[src/rtl/tsst_pkg.sv]
`timescale 1ns / 1ps

package tsst_pkg;

	// TCP flag bits that the tracker looks at
	localparam logic [7:0] TCP_FIN   = 8'h01;
	localparam logic [7:0] TCP_SYN   = 8'h02;
	localparam logic [7:0] TCP_RST   = 8'h04;
	localparam logic [7:0] TCP_ACK   = 8'h10;
	localparam logic [7:0] FLAG_MASK = TCP_FIN | TCP_SYN | TCP_RST | TCP_ACK;

	localparam int SEQ_W = 32;
	localparam int LEN_W = 16;
	localparam int TS_W  = 48;
	localparam int RTT_W = 32;

	typedef enum logic [2:0] {
		ST_NONE        = 3'd0,
		ST_SYN_SENT    = 3'd1,
		ST_SYNACK_SENT = 3'd2,
		ST_ESTABLISHED = 3'd3,
		ST_CLOSING     = 3'd4,
		ST_CLOSED      = 3'd5
	} conn_state_t;

	typedef enum logic [1:0] {
		EV_NONE        = 2'd0,
		EV_ESTABLISHED = 2'd1,
		EV_CLOSED      = 2'd2
	} event_t;

	typedef struct packed {
		logic             side;
		logic [7:0]       flags;
		logic [SEQ_W-1:0] seq_num;
		logic [LEN_W-1:0] segment_length;
		logic [TS_W-1:0]  timestamp_us;
	} item_t;

	typedef struct packed {
		conn_state_t      session_state;
		event_t           event_res;
		logic             in_sequence;
		logic [SEQ_W-1:0] relative_seq;
		logic [RTT_W-1:0] handshake_rtt_us;
	} result_t;

	// only the low 32 bits of the SYN time ever reach the result
	typedef struct packed {
		logic                  seen_first;
		logic                  client_side;
		conn_state_t           conn_state;
		logic                  closer_side;
		logic [1:0]            has_base;
		logic [1:0][SEQ_W-1:0] base_seq;
		logic [1:0][SEQ_W-1:0] next_exp;
		logic [RTT_W-1:0]      syn_time;
	} state_t;

endpackage

[src/rtl/tcp_session_state_tracker.sv]
`timescale 1ns / 1ps

// Tracks one TCP session, one segment per transaction. A segment is taken
// into an input register, checked against the sender's expected sequence and
// stepped through the handshake/close state machine in combinational logic,
// and its result lands in an output register. One segment can be accepted
// every cycle while m_tready does not stall the output, since the whole
// compare-and-update on the session state is combinational. While a result
// waits on m_tready, one more segment can still be taken into the input register;
// after that s_tready follows m_tready.
// The first segment after reset decides which side is the client.
module tcp_session_state_tracker (
	input  logic         clk,
	input  logic         arst_n,
	input  logic         s_tvalid,
	output logic         s_tready,
	input  logic [103:0] s_tdata,   // flags[7:0], seq_num[39:8], segment_length[55:40],
	                                // timestamp_us[103:56]
	input  logic         s_tuser,   // side
	output logic         m_tvalid,
	input  logic         m_tready,
	output logic [71:0]  m_tdata    // session_state[2:0], event_res[4:3], in_sequence[5],
	                                // relative_seq[37:6], handshake_rtt_us[69:38], zero[71:70]
);

	logic              valid_s1;
	tsst_pkg::item_t   item_s1;
	tsst_pkg::state_t  state_q;
	tsst_pkg::state_t  state_nxt;
	tsst_pkg::result_t res_nxt;
	tsst_pkg::result_t res_q;
	logic              out_free;
	logic              step;

	assign out_free = !m_tvalid || m_tready;
	assign step     = valid_s1 && out_free;
	assign s_tready = !valid_s1 || step;

	always_ff @(posedge clk or negedge arst_n) begin
		if (!arst_n) begin
			valid_s1 <= 1'b0;
		end else if (s_tready) begin
			valid_s1 <= s_tvalid;
		end
	end

	always_ff @(posedge clk) begin
		if (s_tready && s_tvalid) begin
			item_s1.side           <= s_tuser;
			item_s1.flags          <= s_tdata[7:0];
			item_s1.seq_num        <= s_tdata[39:8];
			item_s1.segment_length <= s_tdata[55:40];
			item_s1.timestamp_us   <= s_tdata[103:56];
		end
	end

	tsst_update u_update (
		.cur  (state_q),
		.item (item_s1),
		.nxt  (state_nxt),
		.res  (res_nxt)
	);

	always_ff @(posedge clk or negedge arst_n) begin
		if (!arst_n) begin
			state_q <= '{conn_state: tsst_pkg::ST_NONE, default: '0};
		end else if (step) begin
			state_q <= state_nxt;
		end
	end

	always_ff @(posedge clk or negedge arst_n) begin
		if (!arst_n) begin
			m_tvalid <= 1'b0;
		end else if (out_free) begin
			m_tvalid <= valid_s1;
		end
	end

	always_ff @(posedge clk) begin
		if (step) begin
			res_q <= res_nxt;
		end
	end

	assign m_tdata = {2'b00, res_q.handshake_rtt_us, res_q.relative_seq, res_q.in_sequence,
		res_q.event_res, res_q.session_state};

endmodule

[src/rtl/tsst_update.sv]
`timescale 1ns / 1ps

module tsst_update (
	input  tsst_pkg::state_t  cur,
	input  tsst_pkg::item_t   item,
	output tsst_pkg::state_t  nxt,
	output tsst_pkg::result_t res
);

	logic                       client;
	logic                       from_client;
	logic [7:0]                 fl;
	logic [tsst_pkg::SEQ_W-1:0] rel;
	logic [tsst_pkg::SEQ_W-1:0] ne_adv;
	logic [tsst_pkg::SEQ_W-1:0] ne_base;
	logic                       ok;
	tsst_pkg::conn_state_t      st_nxt;

	always_comb begin
		client      = cur.seen_first ? cur.client_side : item.side;
		from_client = (item.side == client);
		fl          = item.flags & tsst_pkg::FLAG_MASK;
		rel         = item.seq_num - cur.base_seq[item.side];
		ok          = !cur.has_base[item.side] || (cur.next_exp[item.side] == rel);
		ne_adv      = cur.has_base[item.side]
			? cur.next_exp[item.side] + tsst_pkg::SEQ_W'(item.segment_length)
			: cur.next_exp[item.side];
		ne_base     = tsst_pkg::SEQ_W'(item.segment_length) + tsst_pkg::SEQ_W'(1);
	end

	// session state machine, next state
	always_comb begin
		st_nxt = cur.conn_state;
		if (ok) begin
			case (cur.conn_state)
				tsst_pkg::ST_NONE: begin
					if (fl == tsst_pkg::TCP_SYN && from_client)
						st_nxt = tsst_pkg::ST_SYN_SENT;
				end
				tsst_pkg::ST_SYN_SENT: begin
					if (fl == (tsst_pkg::TCP_SYN | tsst_pkg::TCP_ACK) && !from_client)
						st_nxt = tsst_pkg::ST_SYNACK_SENT;
				end
				tsst_pkg::ST_SYNACK_SENT: begin
					if (fl == tsst_pkg::TCP_ACK && from_client)
						st_nxt = tsst_pkg::ST_ESTABLISHED;
				end
				tsst_pkg::ST_ESTABLISHED: begin
					if ((fl & tsst_pkg::TCP_FIN) != 8'd0)
						st_nxt = tsst_pkg::ST_CLOSING;
				end
				tsst_pkg::ST_CLOSING: begin
					if ((fl & tsst_pkg::TCP_FIN) != 8'd0 && cur.closer_side != item.side)
						st_nxt = tsst_pkg::ST_CLOSED;
				end
				default: st_nxt = cur.conn_state;
			endcase
		end
	end

	// side effects of each transition on the per-side sequence tracking
	always_comb begin
		nxt             = cur;
		nxt.seen_first  = 1'b1;
		nxt.client_side = client;
		if (ok) begin
			nxt.next_exp[item.side] = ne_adv;
			nxt.conn_state          = st_nxt;
			if (st_nxt != cur.conn_state) begin
				case (st_nxt)
					tsst_pkg::ST_SYN_SENT: begin
						nxt.syn_time            = item.timestamp_us[tsst_pkg::RTT_W-1:0];
						nxt.has_base[item.side] = 1'b1;
						nxt.base_seq[item.side] = item.seq_num;
						nxt.next_exp[item.side] = ne_base;
					end
					tsst_pkg::ST_SYNACK_SENT: begin
						nxt.has_base[item.side] = 1'b1;
						nxt.base_seq[item.side] = item.seq_num;
						nxt.next_exp[item.side] = ne_base;
					end
					tsst_pkg::ST_CLOSING: begin
						// FIN takes one sequence number
						nxt.closer_side         = item.side;
						nxt.next_exp[item.side] = ne_adv + tsst_pkg::SEQ_W'(1);
					end
					tsst_pkg::ST_CLOSED: begin
						nxt.next_exp[item.side] = ne_adv + tsst_pkg::SEQ_W'(1);
					end
					default: nxt.conn_state = st_nxt;
				endcase
			end
		end
	end

	// session state machine, outputs
	always_comb begin
		res.session_state    = st_nxt;
		res.event_res        = tsst_pkg::EV_NONE;
		res.in_sequence      = ok;
		res.relative_seq     = rel;
		res.handshake_rtt_us = '0;
		if (cur.conn_state == tsst_pkg::ST_SYNACK_SENT && st_nxt == tsst_pkg::ST_ESTABLISHED) begin
			res.event_res        = tsst_pkg::EV_ESTABLISHED;
			res.handshake_rtt_us = item.timestamp_us[tsst_pkg::RTT_W-1:0] - cur.syn_time;
		end else if (cur.conn_state == tsst_pkg::ST_CLOSING && st_nxt == tsst_pkg::ST_CLOSED) begin
			res.event_res = tsst_pkg::EV_CLOSED;
		end
	end

endmodule

[config.mk]
export PLATFORM = sky130hd
export DESIGN_NAME = tcp_session_state_tracker
export DESIGN_NICKNAME = d
export VERILOG_FILES = /design/src/rtl/tsst_pkg.sv /design/src/rtl/tcp_session_state_tracker.sv /design/src/rtl/tsst_update.sv
export SDC_FILE = /design/constraint.sdc
export NUM_CORES = 1
export LEC_CHECK = 0
export ABC_CLOCK_PERIOD_IN_PS = 20400
export BUFFER_PORTS_ARGS = -buffer_cell sky130_fd_sc_hd__buf_2
export CAP_MARGIN = 20
export CORE_MARGIN = 5
export CORE_UTILIZATION = 62
export CTS_CLUSTER_DIAMETER = 80
export DETAILED_ROUTE_END_ITERATION = 7
export PLACE_DENSITY_LB_ADDON = 0.2
export SLEW_MARGIN = 20
export SYNTH_ARGS = -nofsm -noshare
export SYNTH_HDL_FRONTEND = slang
export SYNTH_HIERARCHICAL = 1
export SYNTH_SLANG_ARGS = --single-unit
[constraint.sdc]
create_clock -name clk -period 20.4 [get_ports clk]
set_input_delay 3.06 -clock clk [delete_from_list [all_inputs] [get_ports clk]]
set_output_delay 3.06 -clock clk [all_outputs]
set_load 0.1 [all_outputs]
==> results.sh <==
export IMPL_total_number_of_vias=18110
export IMPL_clk_insertion_delay_late_ns=0.57
export IMPL_final_setup_skew_ns=0.02110
export IMPL_peakVddDrop_uv=100.8
export IMPL_grt_setup_unrepaired="no"
export IMPL_top_layer="met4"
export IMPL_power_density_cell_area_nw_per_um2=167.1
export IMPL_grt_pass1_vias=17800
export IMPL_crit_chain="buf_12, mux2_2, ha_1, inv_1, fa_1, a211oi_2, or2_1, a31oi_1, o21ai_1, a211oi_1, a311oi_1, xnor2_1, nor4b_2, a31oi_2, buf_4, inv_2, nand2_1, nor4_4, buf_4, mux2_1, mux2_2"
export IMPL_ios=183
export IMPL_worstHoldPathType="flop to flop"
export IMPL_cp_slowest_stage_delay_ns=0.85
export IMPL_cp_startpoint="item_s1[104]$_DFFE_PP_"
export IMPL_p_leak_uw=0.01080
export IMPL_setup_tns_final_ns=0
export IMPL_starting_density_pct=62.84
export IMPL_hpwlAfterDp_mm=42.68
export IMPL_critPathBufInv=5
export IMPL_critPathCapture="state_q[23]$_DFFE_PN0P_"
export IMPL_design_area_um2=25270
export IMPL_crit_reg2reg_capture="state_q[23]$_DFFE_PN0P_"
export IMPL_slew_limit_headroom_pct=29.78
export IMPL_timing_critical_path_fanout_max=126
export IMPL_crit_family="compound AO/OA/AOI/OAI gates"
export IMPL_synthCells=2169
export IMPL_drt_iter0_markers=1912
export IMPL_grt_remaining_overflow=0
export IMPL_p_int_uw=2271
export IMPL_final_core_util_pct=69.01
export IMPL_max_freq_ghz=0.1291
export IMPL_floorplan_die_height_um=202.6
export IMPL_drc_errors=0
export IMPL_length_of_routed_met2_wiring_mm=29.25
export IMPL_cts_resized=0
export IMPL_ctsRootBufferMaster="sky130_fd_sc_hd__clkbuf_16"
export IMPL_final_critical_delay_including_setup_and_external_delays_ns=7.745
export IMPL_worst_ep_arrival_time_ns=8.19
export IMPL_holdBufCountCts=0
export IMPL_p_comb_share_pct=57.3
export IMPL_cp_capture_type="flop"
export IMPL_required_ns=20.85
export IMPL_report_final_slew_viol_count=0
export IMPL_via_per_inst=6.532
export IMPL_worst_slew_pin_transition_ns=1.053
export IMPL_core_area_um2=36610
export IMPL_ys_warn_count=6
export IMPL_tritoncts_num_sinks=325
export IMPL_r2r_slack_ns=12.65
export IMPL_drt_first_pass_iters=6
export IMPL_worst_reg_to_reg_cells=21
export IMPL_p_sw_share_pct=46.22
export IMPL_drive_above_1_share_pct=21.62
export IMPL_route_final_wire_length_mm=61.27
export IMPL_worstSetupPathType="flop to flop"
export IMPL_finalSetupViolations=0
export IMPL_outcome="finished, final reports clean"
export IMPL_met3WireLength_mm=4.171
export IMPL_final_antenna_net_count=0
export IMPL_grt_pass1_wl_mm=96.32
export IMPL_tritoncts="done"
export IMPL_dpl_cell_area_um2=23850
export IMPL_die_w_um=202.6
export IMPL_cts_reportedPaths_clkPinSlew_ns=0.06
export IMPL_syn_mean_instance_area_um2=10.61
export IMPL_ctsHtreeMaxLevel=2
export IMPL_num_nets_final=2468
export IMPL_sequentialPowerShare_pct=24.7
export IMPL_rr_startpoint="item_s1[104]$_DFFE_PP_"
export IMPL_finalHoldViolations=0
export IMPL_design_die_area_um2=41060
export IMPL_cts_buffers=39
export IMPL_clockPowerShare_pct=18.0
export IMPL_grt_max_degree=127
export IMPL_antenna_violations_before_repair=1
export IMPL_finalWeightedCongestion=0.9801
export IMPL_max_cap_viol_count=0
export IMPL_post_synth_instance_area_um2=23000
export IMPL_clock_path_buffers=3
export IMPL_grt_util_all_layers_pct=28.82
export IMPL_switching_power_uw=1952
export IMPL_slowest_stage="sky130_fd_sc_hd__o21ai_1"
export IMPL_routed_wire_length_per_instance_um=22.10
export IMPL_buffer_ports_inserted=160
export IMPL_syn2layout_area_growth_pct=9.828
export IMPL_min_period_over_period_pct=37.97
export IMPL_setup_worst_path_start_class="flop"
export IMPL_post_layout_total_power_uw=4223
export IMPL_critical_path_cell_count=21
export IMPL_post_cts_buffers=0
export IMPL_placement_rows=70
export IMPL_wl_met1_mm=26.40
==> worst register-to-register path: cells and delay by family, from the launching register on <==
kind	cells	cell delay [ns]
and+or+nand+nor	4	1.00
muxes	3	1.03
DFF	1	0.37
AOI/OAI and AO/OA	6	2.32
xor gates and xnor gates	1	0.21
adders and majority gates	2	0.58
buffers and inverters	5	2.14
==> power by group through the flow <==
| stage | clock [µW] | combinational [µW] | sequential (µW) |
|---|---|---|---|
| floorplan | 0 | 1620 | 1270 |
| global placement | 0 | 2300 | 1030 |
| detailed placement | 0 | 2360 | 1050 |
| CTS | 774 | 2380 | 1040 |
| global route | 801 | 2590 | 1070 |
| finish | 760 | 2420 | 1040 |
==> layout make-up <==
| class | instances | area, µm² |
|---|---|---|
| fillers | 2780 | 11340 |
| clock buffers | 47 | 1047 |
| inverters | 85 | 319.1 |
| clock inverters | 25 | 352.8 |
| diodes | 1 | 2.502 |
| well taps | 468 | 585.6 |
| flip-flops and latches | 325 | 8909 |
| repair buffers | 183 | 996.0 |
| multi-input cells | 1638 | 13050 |
==> through the flow <==
stage	worst slack, ns	hold slack, ns	std cells
detailed placement	12.85	0.4958	2698
floorplan	13.46	0.4490	2170
global placement	13.00	0.4742	2698
CTS	12.80	0.5005	2770
finish	12.65	0.4961	2772
global route	12.28	0.5183	2772
==> worst min-delay path by stage <==
stage	from	end	depth (start not counted)
detailed placement	valid_s1$_DFFE_PN0P_	m_tvalid$_DFFE_PN0P_	1
floorplan	valid_s1$_DFFE_PN0P_	m_tvalid$_DFFE_PN0P_	1
finish	valid_s1$_DFFE_PN0P_	m_tvalid$_DFFE_PN0P_	1
CTS	valid_s1$_DFFE_PN0P_	m_tvalid$_DFFE_PN0P_	1
global route	valid_s1$_DFFE_PN0P_	m_tvalid$_DFFE_PN0P_	1
global placement	valid_s1$_DFFE_PN0P_	m_tvalid$_DFFE_PN0P_	1
==> cells in the final DEF (no fill, tap or decap), drive strengths merged, types with 34 or more instances in the layout <==
master  instances
nand3          40
ha             84
xor2           57
nand2         101
xnor2          60
nand4          43
a31oi          34
buf           183
edfxtp        155
dfrtp         170
mux2          299
a21oi         101
nor2          145
nor3           52
inv            89
o21ai          86
clkbuf         47
mux2i          72
==> metal layers <==
layer / up-vias / GRT usage (%)
met3: 111 / 3.881
met4: 0 / 8.390
met1: 8942 / 39.71
met5: - / 0
li1: 8358 / -
met2: 697 / 48.09
==> flip-flops by register name (all words and copies together), names as in the netlist <==
signal    flops
m_tvalid      1
valid_s1      1
item_s1      85
m_tdata      70
state_q     168
No activity file was read; power rests on OpenSTA's default activity.
